===== config.mk =====
export PLATFORM = sky130hd
export DESIGN_NAME = source_tokenizer_unit
export DESIGN_NICKNAME = d
export VERILOG_FILES = /design/src/sv/stu_pkg.sv /design/src/sv/stu_front.sv /design/src/sv/stu_queue.sv /design/src/sv/stu_back.sv /design/src/sv/source_tokenizer_unit.sv
export SDC_FILE = /design/constraint.sdc
export NUM_CORES = 2
export LEC_CHECK = 0
export BUFFER_PORTS_ARGS = -buffer_cell sky130_fd_sc_hd__buf_2
export CORE_UTILIZATION = 50
export CTS_CLUSTER_SIZE = 14
export DETAILED_ROUTE_END_ITERATION = 10
export GPL_ROUTABILITY_DRIVEN = 0
export PLACE_DENSITY = 0.7
export SETUP_SLACK_MARGIN = 0.02
export SKIP_LAST_GASP = 1
export SLEW_MARGIN = 20
export SYNTH_ARGS = -nofsm -noshare
export SYNTH_HDL_FRONTEND = slang
export SYNTH_HIERARCHICAL = 1
export SYNTH_SLANG_ARGS = --single-unit

===== constraint.sdc =====
create_clock -name clock -period 17 [get_ports clock]
set_input_delay 0.85 -clock clock [delete_from_list [all_inputs] [get_ports clock]]
set_output_delay 0.85 -clock clock [all_outputs]
set_load 0.005 [all_outputs]

===== src/sv/stu_pkg.sv =====
package stu_pkg;

   localparam int OFFSET_BITS = 32;
   localparam int LINE_BITS   = 20;
   localparam int COLUMN_BITS = 16;
   localparam int LEN_BITS    = 32;
   localparam int QUEUE_DEPTH = 4;
   localparam int QPTR_BITS   = $clog2(QUEUE_DEPTH);
   localparam int KW_COUNT    = 13;

   localparam logic [OFFSET_BITS-1:0] OFF_MAX  = {OFFSET_BITS{1'b1}};
   localparam logic [LINE_BITS-1:0]   LINE_MAX = {LINE_BITS{1'b1}};
   localparam logic [COLUMN_BITS-1:0] COL_MAX  = {COLUMN_BITS{1'b1}};
   localparam logic [LEN_BITS-1:0]    LEN_MAX  = {LEN_BITS{1'b1}};

   // token kinds
   localparam logic [5:0] K_EOF      = 6'd0;
   localparam logic [5:0] K_ERR      = 6'd1;
   localparam logic [5:0] K_IDENT    = 6'd2;
   localparam logic [5:0] K_NUMBER   = 6'd3;
   localparam logic [5:0] K_COMMENT  = 6'd5;
   localparam logic [5:0] K_KW0      = 6'd6;
   localparam logic [5:0] K_CHAR     = 6'd19;
   localparam logic [5:0] K_LPAREN   = 6'd20;
   localparam logic [5:0] K_RPAREN   = 6'd21;
   localparam logic [5:0] K_LBRACE   = 6'd22;
   localparam logic [5:0] K_RBRACE   = 6'd23;
   localparam logic [5:0] K_LBRACKET = 6'd24;
   localparam logic [5:0] K_RBRACKET = 6'd25;
   localparam logic [5:0] K_COMMA    = 6'd26;
   localparam logic [5:0] K_DOT      = 6'd27;
   localparam logic [5:0] K_COLON    = 6'd28;
   localparam logic [5:0] K_SEMI     = 6'd29;
   localparam logic [5:0] K_ASSIGN   = 6'd30;
   localparam logic [5:0] K_PLUS_EQ  = 6'd31;
   localparam logic [5:0] K_MINUS_EQ = 6'd32;
   localparam logic [5:0] K_STAR_EQ  = 6'd33;
   localparam logic [5:0] K_SLASH_EQ = 6'd34;
   localparam logic [5:0] K_PLUS     = 6'd35;
   localparam logic [5:0] K_MINUS    = 6'd36;
   localparam logic [5:0] K_STAR     = 6'd37;
   localparam logic [5:0] K_SLASH    = 6'd38;
   localparam logic [5:0] K_EQ_EQ    = 6'd39;
   localparam logic [5:0] K_NOT_EQ   = 6'd40;
   localparam logic [5:0] K_LESS     = 6'd41;
   localparam logic [5:0] K_GREATER  = 6'd42;
   localparam logic [5:0] K_LESS_EQ  = 6'd43;
   localparam logic [5:0] K_GREAT_EQ = 6'd44;
   localparam logic [5:0] K_ARROW    = 6'd45;
   localparam logic [5:0] K_BANG     = 6'd46;

   // error codes
   localparam logic [2:0] E_NONE       = 3'd0;
   localparam logic [2:0] E_UNEXPECTED = 3'd1;
   localparam logic [2:0] E_EMPTY_CHAR = 3'd2;
   localparam logic [2:0] E_OPEN_CHAR  = 3'd3;
   localparam logic [2:0] E_OPEN_STR   = 3'd4;

   // keyword spellings, packed big-endian, with their lengths
   localparam logic [47:0] KW_WORD [KW_COUNT] = '{
      48'h0061_7263_6865, 48'h0000_7072_6f63, 48'h0000_0073_7973,
      48'h0000_6675_6e63, 48'h0000_006c_6574, 48'h0000_0066_6f72,
      48'h0000_0000_6966, 48'h0000_0000_696e, 48'h0000_6672_6565,
      48'h0062_7265_616b, 48'h6578_7465_726e, 48'h0000_006f_7574,
      48'h7265_7475_726e
   };
   localparam logic [2:0] KW_LEN [KW_COUNT] = '{
      3'd5, 3'd4, 3'd3, 3'd4, 3'd3, 3'd3, 3'd2, 3'd2, 3'd4, 3'd5, 3'd6, 3'd3, 3'd6
   };

   typedef struct packed {
      logic       action;
      logic [7:0] byte_req;
   } req_type;

   typedef struct packed {
      logic [5:0]  token_kind;
      logic [2:0]  error_code;
      logic [31:0] start_offset;
      logic [31:0] token_length;
      logic [19:0] start_line;
      logic [15:0] start_column;
      logic [7:0]  value;
      logic        last_of_run;
   } rsp_type;

   typedef struct packed {
      logic [5:0]  kind;
      logic [2:0]  err;
      logic [31:0] off;
      logic [31:0] len;
      logic [19:0] line;
      logic [15:0] col;
      logic [7:0]  val;
   } tok_type;

   // up to three tokens caused by one transaction
   typedef struct packed {
      logic [1:0]        cnt;
      tok_type [2:0]     toks;
   } bundle_type;

   typedef struct packed {
      logic       valid;
      bundle_type data;
   } qout_type;

endpackage


===== src/sv/stu_front.sv =====
module stu_front (
   input  logic               clock,
   input  logic               reset,
   input  logic               accept,
   input  stu_pkg::req_type   req_data,
   output logic               push,
   output stu_pkg::bundle_type bundle
);

   typedef enum logic [3:0] {
      M_IDLE, M_SLASH, M_LCOM, M_BCOM, M_IDENT, M_NUM, M_NUMDOT, M_NUMFRAC,
      M_CHOPEN, M_CHESC, M_CHCLOSE, M_STR, M_STRESC, M_OP
   } mode_type;

   mode_type                         mode_ff, mode_in;
   logic [stu_pkg::OFFSET_BITS-1:0]  offs_ff, offs_in, toff_ff, toff_in;
   logic [stu_pkg::LINE_BITS-1:0]    line_ff, line_in, tline_ff, tline_in;
   logic [stu_pkg::COLUMN_BITS-1:0]  col_ff, col_in, tcol_ff, tcol_in;
   logic [stu_pkg::LEN_BITS-1:0]     tlen_ff, tlen_in;
   logic [47:0]                      wp_ff, wp_in;
   logic [7:0]                       cv_ff, cv_in;
   logic                             sf_ff, sf_in, ps_ff, ps_in;

   function automatic logic is_alpha(input logic [7:0] c);
      return (c >= "a" && c <= "z") || (c >= "A" && c <= "Z") || c == "_";
   endfunction

   function automatic logic is_digit(input logic [7:0] c);
      return c >= "0" && c <= "9";
   endfunction

   function automatic logic [7:0] esc_value(input logic [7:0] c);
      logic [7:0] r;
      priority case (c)
         "n": r = 8'h0a;
         "t": r = 8'h09;
         "r": r = 8'h0d;
         default: r = c;
      endcase
      return r;
   endfunction

   function automatic logic [stu_pkg::LEN_BITS-1:0] len_inc(
         input logic [stu_pkg::LEN_BITS-1:0] l);
      return (l == stu_pkg::LEN_MAX) ? l : l + stu_pkg::LEN_BITS'(1);
   endfunction

   function automatic logic [5:0] word_kind(input logic [47:0] wp,
                                           input logic [stu_pkg::LEN_BITS-1:0] l);
      logic [5:0] k;
      k = stu_pkg::K_IDENT;
      for (int i = 0; i < stu_pkg::KW_COUNT; i++) begin
         if (l == stu_pkg::LEN_BITS'(stu_pkg::KW_LEN[i]) && wp == stu_pkg::KW_WORD[i])
            k = stu_pkg::K_KW0 + 6'(i);
      end
      return k;
   endfunction

   function automatic logic [5:0] op_single(input logic [7:0] op);
      logic [5:0] k;
      priority case (op)
         "+": k = stu_pkg::K_PLUS;
         "-": k = stu_pkg::K_MINUS;
         "*": k = stu_pkg::K_STAR;
         "=": k = stu_pkg::K_ASSIGN;
         "!": k = stu_pkg::K_BANG;
         "<": k = stu_pkg::K_LESS;
         default: k = stu_pkg::K_GREATER;
      endcase
      return k;
   endfunction

   function automatic logic [5:0] op_with_eq(input logic [7:0] op);
      logic [5:0] k;
      priority case (op)
         "+": k = stu_pkg::K_PLUS_EQ;
         "-": k = stu_pkg::K_MINUS_EQ;
         "*": k = stu_pkg::K_STAR_EQ;
         "=": k = stu_pkg::K_EQ_EQ;
         "!": k = stu_pkg::K_NOT_EQ;
         "<": k = stu_pkg::K_LESS_EQ;
         default: k = stu_pkg::K_GREAT_EQ;
      endcase
      return k;
   endfunction

   // next lexer state and the tokens of this transaction
   always_comb begin
      logic [7:0]  c;
      logic [1:0]  n;
      logic        redo;
      logic [64:0] dsum;
      logic [32:0] csum;
      logic [stu_pkg::OFFSET_BITS-1:0] doff;
      logic [stu_pkg::COLUMN_BITS-1:0] dcol;
      logic [5:0]  pk;
      logic [1:0]  dig;
      logic [2:0]  pe;
      logic        pemit;
      logic        dot;
      c = req_data.byte_req;
      n = 2'd0;
      redo = 1'b0;
      pemit = 1'b0;
      pk = stu_pkg::K_EOF;
      pe = stu_pkg::E_NONE;
      dot = 1'b0;
      dig = 2'd0;
      mode_in = mode_ff;
      offs_in = offs_ff;
      line_in = line_ff;
      col_in = col_ff;
      toff_in = toff_ff;
      tline_in = tline_ff;
      tcol_in = tcol_ff;
      tlen_in = tlen_ff;
      wp_in = wp_ff;
      cv_in = cv_ff;
      sf_in = sf_ff;
      ps_in = ps_ff;
      bundle = '0;

      // position of a dot that trails a number
      dsum = 65'(toff_ff) + 65'(tlen_ff);
      doff = (dsum > 65'(stu_pkg::OFF_MAX)) ? stu_pkg::OFF_MAX
                                             : stu_pkg::OFFSET_BITS'(dsum);
      csum = 33'(tcol_ff) + 33'(tlen_ff);
      dcol = (csum > 33'(stu_pkg::COL_MAX)) ? stu_pkg::COL_MAX
                                             : stu_pkg::COLUMN_BITS'(csum);

      if (req_data.action) begin
         // flush the open token, then end of source
         pemit = 1'b1;
         unique case (mode_ff)
            M_SLASH: pk = stu_pkg::K_SLASH;
            M_LCOM, M_BCOM: pk = stu_pkg::K_COMMENT;
            M_IDENT: pk = word_kind(wp_ff, tlen_ff);
            M_NUM, M_NUMFRAC: pk = stu_pkg::K_NUMBER;
            M_NUMDOT: begin
               pk = stu_pkg::K_NUMBER;
               dot = 1'b1;
            end
            M_CHOPEN: begin
               pk = stu_pkg::K_ERR;
               pe = stu_pkg::E_EMPTY_CHAR;
            end
            M_CHESC, M_CHCLOSE: begin
               pk = stu_pkg::K_ERR;
               pe = stu_pkg::E_OPEN_CHAR;
            end
            M_STR, M_STRESC: begin
               pk = stu_pkg::K_ERR;
               pe = stu_pkg::E_OPEN_STR;
            end
            M_OP: pk = op_single(cv_ff);
            default: pemit = 1'b0;
         endcase
         if (pemit) begin
            bundle.toks[n] = '{pk, pe, 32'(toff_ff), tlen_ff, 20'(tline_ff),
                               16'(tcol_ff), 8'd0};
            n = n + 2'd1;
         end
         if (dot) begin
            bundle.toks[n] = '{stu_pkg::K_DOT, stu_pkg::E_NONE, 32'(doff), 32'd1,
                               20'(tline_ff), 16'(dcol), 8'd0};
            n = n + 2'd1;
         end
         mode_in = M_IDLE;
         ps_in = 1'b0;
         bundle.toks[n] = '{stu_pkg::K_EOF, stu_pkg::E_NONE, 32'(offs_ff), 32'd0,
                            20'(line_ff), 16'(col_ff), 8'd0};
         n = n + 2'd1;
      end else begin
         // first pass in the current mode
         unique case (mode_ff)
            M_IDLE: redo = 1'b1;
            M_SLASH: begin
               if (c == "*") begin
                  tlen_in = len_inc(tlen_ff);
                  ps_in = 1'b0;
                  mode_in = M_BCOM;
               end else if (c == "/") begin
                  tlen_in = len_inc(tlen_ff);
                  mode_in = M_LCOM;
               end else if (c == "=") begin
                  tlen_in = len_inc(tlen_ff);
                  pemit = 1'b1;
                  pk = stu_pkg::K_SLASH_EQ;
                  mode_in = M_IDLE;
               end else begin
                  pemit = 1'b1;
                  pk = stu_pkg::K_SLASH;
                  mode_in = M_IDLE;
                  redo = 1'b1;
               end
            end
            M_LCOM: begin
               if (c == 8'h0a) begin
                  pemit = 1'b1;
                  pk = stu_pkg::K_COMMENT;
                  mode_in = M_IDLE;
                  redo = 1'b1;
               end else begin
                  tlen_in = len_inc(tlen_ff);
               end
            end
            M_BCOM: begin
               tlen_in = len_inc(tlen_ff);
               if (ps_ff && c == "/") begin
                  pemit = 1'b1;
                  pk = stu_pkg::K_COMMENT;
                  ps_in = 1'b0;
                  mode_in = M_IDLE;
               end else begin
                  ps_in = (c == "*");
               end
            end
            M_IDENT: begin
               if (is_alpha(c) || is_digit(c)) begin
                  tlen_in = len_inc(tlen_ff);
                  if (tlen_in <= stu_pkg::LEN_BITS'(6))
                     wp_in = {wp_ff[39:0], c};
               end else begin
                  pemit = 1'b1;
                  pk = word_kind(wp_ff, tlen_ff);
                  mode_in = M_IDLE;
                  redo = 1'b1;
               end
            end
            M_NUM, M_NUMFRAC: begin
               if (is_digit(c)) begin
                  tlen_in = len_inc(tlen_ff);
               end else if (c == "." && mode_ff == M_NUM) begin
                  mode_in = M_NUMDOT;
               end else begin
                  pemit = 1'b1;
                  pk = stu_pkg::K_NUMBER;
                  mode_in = M_IDLE;
                  redo = 1'b1;
               end
            end
            M_NUMDOT: begin
               if (is_digit(c)) begin
                  tlen_in = len_inc(len_inc(tlen_ff));
                  mode_in = M_NUMFRAC;
               end else begin
                  pemit = 1'b1;
                  pk = stu_pkg::K_NUMBER;
                  dot = 1'b1;
                  mode_in = M_IDLE;
                  redo = 1'b1;
               end
            end
            M_CHOPEN: begin
               if (c == "\\") begin
                  tlen_in = len_inc(tlen_ff);
                  mode_in = M_CHESC;
               end else if (c == "'") begin
                  pemit = 1'b1;
                  pk = stu_pkg::K_ERR;
                  pe = stu_pkg::E_EMPTY_CHAR;
                  mode_in = M_IDLE;
                  redo = 1'b1;
               end else begin
                  cv_in = c;
                  tlen_in = len_inc(tlen_ff);
                  mode_in = M_CHCLOSE;
               end
            end
            M_CHESC: begin
               cv_in = esc_value(c);
               tlen_in = len_inc(tlen_ff);
               mode_in = M_CHCLOSE;
            end
            M_CHCLOSE: begin
               mode_in = M_IDLE;
               pemit = 1'b1;
               if (c == "'") begin
                  tlen_in = len_inc(tlen_ff);
                  pk = stu_pkg::K_CHAR;
               end else begin
                  pk = stu_pkg::K_ERR;
                  pe = stu_pkg::E_OPEN_CHAR;
                  redo = 1'b1;
               end
            end
            M_OP: begin
               mode_in = M_IDLE;
               pemit = 1'b1;
               if (cv_ff == "-" && c == ">") begin
                  tlen_in = len_inc(tlen_ff);
                  pk = stu_pkg::K_ARROW;
               end else if (c == "=") begin
                  tlen_in = len_inc(tlen_ff);
                  pk = op_with_eq(cv_ff);
               end else begin
                  pk = op_single(cv_ff);
                  redo = 1'b1;
               end
            end
            M_STR, M_STRESC: begin
               tlen_in = len_inc(tlen_ff);
               if (mode_ff == M_STR && c == "\"") begin
                  bundle.toks[n] = '{stu_pkg::K_RBRACE, stu_pkg::E_NONE, 32'(toff_ff),
                                     32'd1, 20'(tline_ff), 16'(tcol_ff), 8'd0};
                  n = n + 2'd1;
                  mode_in = M_IDLE;
               end else if (mode_ff == M_STR && c == "\\") begin
                  mode_in = M_STRESC;
               end else begin
                  // one string byte expands to an optional comma and a number
                  if (mode_ff == M_STRESC)
                     cv_in = esc_value(c);
                  else
                     cv_in = c;
                  dig = (cv_in < 8'd10) ? 2'd1 : ((cv_in < 8'd100) ? 2'd2 : 2'd3);
                  if (!sf_ff) begin
                     bundle.toks[n] = '{stu_pkg::K_COMMA, stu_pkg::E_NONE, 32'(toff_ff),
                                        32'd1, 20'(tline_ff), 16'(tcol_ff), 8'd0};
                     n = n + 2'd1;
                  end
                  bundle.toks[n] = '{stu_pkg::K_NUMBER, stu_pkg::E_NONE, 32'(toff_ff),
                                     32'(dig), 20'(tline_ff), 16'(tcol_ff), cv_in};
                  n = n + 2'd1;
                  sf_in = 1'b0;
                  cv_in = cv_ff;
                  mode_in = M_STR;
               end
            end
            default: begin
               mode_in = M_IDLE;
               redo = 1'b1;
            end
         endcase

         if (pemit) begin
            bundle.toks[n] = '{pk, pe, 32'(toff_ff), tlen_in, 20'(tline_ff),
                               16'(tcol_ff), (pk == stu_pkg::K_CHAR) ? cv_ff : 8'd0};
            n = n + 2'd1;
         end
         if (dot) begin
            bundle.toks[n] = '{stu_pkg::K_DOT, stu_pkg::E_NONE, 32'(doff), 32'd1,
                               20'(tline_ff), 16'(dcol), 8'd0};
            n = n + 2'd1;
         end

         // second pass: the byte starts something new
         if (redo && !(c == " " || c == 8'h0d || c == 8'h09 || c == 8'h0a)) begin
            toff_in = offs_ff;
            tline_in = line_ff;
            tcol_in = col_ff;
            tlen_in = stu_pkg::LEN_BITS'(1);
            pemit = 1'b1;
            pe = stu_pkg::E_NONE;
            pk = stu_pkg::K_ERR;
            if (c == "/") begin
               mode_in = M_SLASH;
               pemit = 1'b0;
            end else if (is_alpha(c)) begin
               wp_in = 48'(c);
               mode_in = M_IDENT;
               pemit = 1'b0;
            end else if (is_digit(c)) begin
               mode_in = M_NUM;
               pemit = 1'b0;
            end else if (c == "\"") begin
               pk = stu_pkg::K_LBRACE;
               sf_in = 1'b1;
               mode_in = M_STR;
            end else if (c == "'") begin
               cv_in = 8'd0;
               mode_in = M_CHOPEN;
               pemit = 1'b0;
            end else begin
               priority case (c)
                  "(": pk = stu_pkg::K_LPAREN;
                  ")": pk = stu_pkg::K_RPAREN;
                  "{": pk = stu_pkg::K_LBRACE;
                  "}": pk = stu_pkg::K_RBRACE;
                  "[": pk = stu_pkg::K_LBRACKET;
                  "]": pk = stu_pkg::K_RBRACKET;
                  ",": pk = stu_pkg::K_COMMA;
                  ".": pk = stu_pkg::K_DOT;
                  ":": pk = stu_pkg::K_COLON;
                  ";": pk = stu_pkg::K_SEMI;
                  "+", "-", "*", "=", "!", "<", ">": begin
                     cv_in = c;
                     mode_in = M_OP;
                     pemit = 1'b0;
                  end
                  default: pe = stu_pkg::E_UNEXPECTED;
               endcase
            end
            if (pemit) begin
               bundle.toks[n] = '{pk, pe, 32'(offs_ff), 32'd1, 20'(line_ff),
                                  16'(col_ff), 8'd0};
               n = n + 2'd1;
            end
         end

         // advance the source position
         if (offs_ff != stu_pkg::OFF_MAX)
            offs_in = offs_ff + stu_pkg::OFFSET_BITS'(1);
         if (c == 8'h0a) begin
            if (line_ff != stu_pkg::LINE_MAX)
               line_in = line_ff + stu_pkg::LINE_BITS'(1);
            col_in = stu_pkg::COLUMN_BITS'(1);
         end else if (col_ff != stu_pkg::COL_MAX) begin
            col_in = col_ff + stu_pkg::COLUMN_BITS'(1);
         end
      end
      bundle.cnt = n;
   end

   assign push = accept && (bundle.cnt != 2'd0);

   // hold lexer state between transactions
   always_ff @(posedge clock) begin
      if (reset) begin
         mode_ff <= M_IDLE;
         offs_ff <= '0;
         line_ff <= stu_pkg::LINE_BITS'(1);
         col_ff <= stu_pkg::COLUMN_BITS'(1);
         toff_ff <= '0;
         tline_ff <= stu_pkg::LINE_BITS'(1);
         tcol_ff <= stu_pkg::COLUMN_BITS'(1);
         tlen_ff <= '0;
         wp_ff <= '0;
         cv_ff <= '0;
         sf_ff <= 1'b1;
         ps_ff <= 1'b0;
      end else if (accept) begin
         mode_ff <= mode_in;
         offs_ff <= offs_in;
         line_ff <= line_in;
         col_ff <= col_in;
         toff_ff <= toff_in;
         tline_ff <= tline_in;
         tcol_ff <= tcol_in;
         tlen_ff <= tlen_in;
         wp_ff <= wp_in;
         cv_ff <= cv_in;
         sf_ff <= sf_in;
         ps_ff <= ps_in;
      end
   end

endmodule


===== src/sv/stu_queue.sv =====
module stu_queue (
   input  logic                clock,
   input  logic                reset,
   input  logic                push,
   input  stu_pkg::bundle_type push_data,
   input  logic                pop,
   output stu_pkg::qout_type   head,
   output logic                full
);

   stu_pkg::bundle_type             q_mem [stu_pkg::QUEUE_DEPTH];
   logic [stu_pkg::QPTR_BITS-1:0]   wr_ff, rd_ff;
   logic [stu_pkg::QPTR_BITS:0]     cnt_ff;

   assign full = (cnt_ff == (stu_pkg::QPTR_BITS+1)'(stu_pkg::QUEUE_DEPTH));
   assign head.valid = (cnt_ff != '0);
   assign head.data = q_mem[rd_ff];

   // store bundles
   always_ff @(posedge clock) begin
      if (push)
         q_mem[wr_ff] <= push_data;
   end

   // advance pointers and fill count
   always_ff @(posedge clock) begin
      if (reset) begin
         wr_ff <= '0;
         rd_ff <= '0;
         cnt_ff <= '0;
      end else begin
         if (push)
            wr_ff <= wr_ff + stu_pkg::QPTR_BITS'(1);
         if (pop)
            rd_ff <= rd_ff + stu_pkg::QPTR_BITS'(1);
         if (push && !pop)
            cnt_ff <= cnt_ff + (stu_pkg::QPTR_BITS+1)'(1);
         else if (pop && !push)
            cnt_ff <= cnt_ff - (stu_pkg::QPTR_BITS+1)'(1);
      end
   end

endmodule


===== src/sv/stu_back.sv =====
module stu_back (
   input  logic               clock,
   input  logic               reset,
   input  stu_pkg::qout_type  head,
   output logic               pop,
   output logic               rsp_valid,
   input  logic               rsp_stall,
   output stu_pkg::rsp_type   rsp_data
);

   stu_pkg::bundle_type cur_ff;
   logic                cur_valid_ff;
   logic [1:0]          idx_ff;
   logic                out_valid_ff;
   stu_pkg::rsp_type    out_ff;
   logic                can_load, is_last;
   stu_pkg::tok_type    tk;

   assign can_load = !out_valid_ff || !rsp_stall;
   assign is_last = (idx_ff == cur_ff.cnt - 2'd1);
   assign pop = head.valid && (!cur_valid_ff || (can_load && is_last));
   assign tk = cur_ff.toks[idx_ff];
   assign rsp_valid = out_valid_ff;
   assign rsp_data = out_ff;

   // load the output register one token at a time
   always_ff @(posedge clock) begin
      if (reset) begin
         cur_valid_ff <= 1'b0;
         idx_ff <= 2'd0;
         out_valid_ff <= 1'b0;
      end else begin
         if (can_load && cur_valid_ff) begin
            out_valid_ff <= 1'b1;
            idx_ff <= is_last ? 2'd0 : idx_ff + 2'd1;
            if (is_last)
               cur_valid_ff <= 1'b0;
         end else if (can_load) begin
            out_valid_ff <= 1'b0;
         end
         if (pop) begin
            cur_valid_ff <= 1'b1;
            idx_ff <= 2'd0;
         end
      end
   end

   // payload registers
   always_ff @(posedge clock) begin
      if (pop)
         cur_ff <= head.data;
      if (can_load && cur_valid_ff)
         out_ff <= '{tk.kind, tk.err, tk.off, tk.len, tk.line, tk.col, tk.val, is_last};
   end

endmodule


===== src/sv/source_tokenizer_unit.sv =====
// Byte-serial source tokenizer.
// Input channel req_: one transaction per source byte (action 0) or end of
// source (action 1, which flushes the open token and adds an EOF token).
// Result channel rsp_: one token per transaction; last_of_run marks the final
// token caused by one input transaction. A byte causes zero to three tokens.
// Throughput: one input byte per cycle while the token queue has room; the
// output side drains one token per cycle while rsp_stall is low. The lexer
// state machine in the front decides all tokens of a byte in the cycle it is
// accepted; a four-entry queue of token bundles decouples it from the output
// serializer. The tokens of a byte pass through the queue, the current-bundle
// register and the output register before they appear on rsp_.
// Reset (synchronous) returns the lexer to idle at offset 0, line 1, column 1
// and empties the queue and output register.
// When rsp_stall is high the output holds; the queue fills and then req_stall
// rises until room frees up.
module source_tokenizer_unit (
   input  logic              clock,
   input  logic              reset,
   input  logic              req_valid,
   output logic              req_stall,
   input  stu_pkg::req_type  req_data,
   output logic              rsp_valid,
   input  logic              rsp_stall,
   output stu_pkg::rsp_type  rsp_data
);

   logic                accept, push, pop, full;
   stu_pkg::bundle_type bundle;
   stu_pkg::qout_type   head;

   assign req_stall = full;
   assign accept = req_valid && !full;

   stu_front u_front (
      .clock    (clock),
      .reset    (reset),
      .accept   (accept),
      .req_data (req_data),
      .push     (push),
      .bundle   (bundle)
   );

   stu_queue u_queue (
      .clock     (clock),
      .reset     (reset),
      .push      (push),
      .push_data (bundle),
      .pop       (pop),
      .head      (head),
      .full      (full)
   );

   stu_back u_back (
      .clock     (clock),
      .reset     (reset),
      .head      (head),
      .pop       (pop),
      .rsp_valid (rsp_valid),
      .rsp_stall (rsp_stall),
      .rsp_data  (rsp_data)
   );

endmodule


==> impl_results.md <==
* Fin nets at 6479
* # port buffers at 132
* Synth Instances at 6412
* Vias/cell at 6.46
* Final wirelength at 245 mm
* Clock tree buffer depth at 3
* Area growth from synthesis to layout at 10.6%
* Detailed Routing Iterations Pass 1 at 9
* Post-DP Area at 94800 um2
* Number of buffers created by CTS at 207
* Initial antenna violation count at 6
* Crit. End Element: register
* Largest net degree at the start of global routing at 147
* Worst hold path type: in -> reg
* Mapped cell area at 92100 um2
* Pleak at 0.0323 uW
* Max FO, Critical Path at 146
* Site row count at 157
* M1 GR Usage at 34.8%
* Max-cap viol count at 0
* GR met3 Demand/Resource at 5.84%
* Top post-synthesis cells by count: edfxtp_1, nand2_1, nor2_1
* Netlist cell types at 105
* Synth Area in XOR/XNOR at 1.48%
* Top post-synthesis cells by area: edfxtp_1, mux4_2, dfxtp_1
* Compound-Gate Fraction of Synth Area at 9.95%
* Clock tree from TritonCTS: done
* Vias at 58400
* Antenna-violating nets left at 0
* Hold EP: u_back/rsp_valid
* Clock Skew at 0.0677 ns
* Final instance area at 102000 um2
* Worst slew pin tran at 1.24 ns
* Final setup vio count at 0
* Post-synthesis async set-or-reset flop share at 0%
* DR iter-0 viols at 8106
* Worst skew pair latency at 0.90 ns
* Fmax at 130 MHz
* Slew Limit Fails at 0
* GRT Resource Usage Total at 26.2%
* Post-Synth Adder-Cell Area at 1.08%
* Startpoint Class: input port
* Post-Route Setup TNS at 0 ns
* Hold path start: rsp_stall
* CTS H-tree depth at 4
* Hold buffers post-CTS at 0
* Routed wire per std cell at 27.1 um
* Status: finished, final reports clean
* IO Pins at 133
* Post-CTS setup buffer count at 0
* R2r startpoint: u_front/mode_ff[1]
* Residual DRC count at 0
* CTS root buffer: clkbuf_16
* Final HPWL DP at 147 mm
* Critical R2R Capture: u_queue/q_mem[2][28]
* Top Usage Layer GRT: met2
* Register-to-Register Path Depth at 16
* Total power divided by cell area at 141 nW/um2
* Largest area contributor in the synthesized netlist: edfxtp_1
* Die width at 431 um
* EDFF count, synth at 1883
* Largest family of logic cells by synthesized area: multiplexers
* Most frequent cell after synthesis: edfxtp_1
* Crit path required time at 17.50 ns
* Clock-pin slew on the worst setup and hold paths at 0.06 ns
* WP data arrival at 8.19 ns
* #FFs+latches synth at 2126
* Total Power at 14400 uW
* Vias in the first global route at 57000
* RSZ-0062 raised after global routing: no
* Worst slew margin at 16.4%
* Post-synthesis sequential area ratio at 66.7%
* Post-synth top area share at 61.4%
* Initial Util at 50.3%
* Core ar. at 183000 um2
* Synth Area in Simple Gates at 8.16%
* Met2 Use GR at 41.0%
* Worst vdd ir at 0.225 mV
* Fin. Hold Viols at 0
* Share of cells above drive strength 1 at 15.2%
* Mux cell area share after synthesis at 10.1%
* Die area at 186000 um2
* Syn Area/Cell at 14.4 um2
* Ys Warns at 6
* Crit path time final at 7.69 ns
* Main flop type after synthesis: edfxtp_1
* Hold path cells at 3
* CTS resizes at 0
* Global route overflow at 0
* Kind of critical path: in -> reg
* Clock sink total at 2126
* Reg2Reg Setup Slack at 9.38 ns
* First-pass GRT wire length at 365 mm
* Final period util at 45.3%
* Die Y at 431 um
-- layout make-up --
| class | instances | area [um2] |
|---|---|---|
| multi-input cells | 3749 | 28500 |
| fillers | 14300 | 81200 |
| inverters | 63 | 241 |
| clock inverters | 146 | 1630 |
| well taps | 2464 | 3080 |
| clock buffers | 247 | 5440 |
| flip-flops and latches | 2126 | 61400 |
| diodes | 4 | 10.0 |
| repair buffers | 241 | 1580 |
-- cell families after synthesis --
logic type               after synthesis
multiplexers                         491
flip-flops                          2126
AND/OR/NAND/NOR                     1605
AO/OA/AOI/OAI                       1420
buffers and inverters                538
XOR/XNOR                             153
adder cells (fa/ha/maj)               78
other                                  1
-- cells in the final DEF, fill, tap and decap left out, types with 75 or more instances in the layout --
cell	Yosys	layout
o21ai_1	134	135
xor2_1	83	83
buf_4	30	103
nor2_1	434	428
mux2i_1	137	137
ha_1	75	75
o21ai_0	296	294
nand3_1	106	105
nand2_1	588	587
buf_2	93	130
nor3_1	97	95
edfxtp_1	1883	1883
mux4_2	353	353
a22oi_1	225	225
dfxtp_1	243	239
clkbuf_16	0	209
a21oi_1	316	311
-- registers in the layout (all words and copies together), names as in the netlist, 2 cells and up, named ones only --
name,count
u_back/cur_ff,353
u_back/idx_ff,2
u_back/rsp_data,118
u_front/col_ff,16
u_front/cv_ff,8
u_front/line_ff,20
u_front/mode_ff,4
u_front/offs_ff,32
u_front/tcol_ff,16
u_front/tlen_ff,32
u_front/tline_ff,20
u_front/toff_ff,32
u_front/wp_ff,48
u_queue/cnt_ff,3
u_queue/q_mem,1412
u_queue/rd_ff,2
u_queue/wr_ff,2
-- worst max-delay path: stages --
cell and delay [ns]:
buf_2 0.37, nand2_1 0.17, or3_1 0.32, nor3_1 0.76, o21a_1 0.24, nor2_1 0.06
nand2_1 0.28, clkinv_1 0.48, a21oi_1 0.40, ha_1 0.29, nand2_1 0.06, o21ai_1 0.12
ha_1 0.34, mux2i_1 0.13, o21ai_1 0.10, a21oi_1 0.52, and2_4 0.91, buf_4 0.82
buf_12 0.80
-- through the flow --
step / worst slack, ns / cells / hold WS (ns) / utilization (%)
after floorplan: 3.75 / 6413 / 0.461 / -
after global placement: 8.69 / 8643 / 0.480 / 51.8
after detailed placement: 8.53 / 8643 / 0.508 / 51.8
after CTS: 9.46 / 9036 / 0.304 / 55.7
after global routing: 8.82 / 9039 / 0.337 / 55.7
final: 9.31 / 9040 / 0.329 / 55.7
-- how the worst max path moves through the flow --
stage | start | to | slack (ns) | cells past startpoint
floorplan | req_data[4] | u_queue/q_mem[0][0] | 3.75 | 17
global placement | req_data[3] | u_queue/q_mem[2][148] | 8.69 | 19
detailed placement | req_data[3] | u_queue/q_mem[2][263] | 8.53 | 19
CTS | req_data[3] | u_queue/q_mem[2][28] | 9.46 | 19
global route | u_front/mode_ff[1] | u_queue/q_mem[2][27] | 8.82 | 16
finish | req_data[3] | u_queue/q_mem[2][28] | 9.31 | 19
-- power breakdown --
| part | leakage (uW) | internal (uW) | total, uW | switching [uW] |
|---|---|---|---|---|
| sequential | 0.0196 | 6960 | 7240 | 276 |
| clock | 0.00344 | 2690 | 4710 | 2020 |
| combinational | 0.00927 | 913 | 2430 | 1510 |
| total | 0.0323 | 10600 | 14400 | 3810 |
-- routing by layer --
layer  part of all wire [%]  wire length [um]
met1                     38             92800
met2                     47            114000
met3                     10             25100
met4                    5.2             12700
met5                 0.0053                13
No activity file was read; power rests on OpenSTA's default activity.
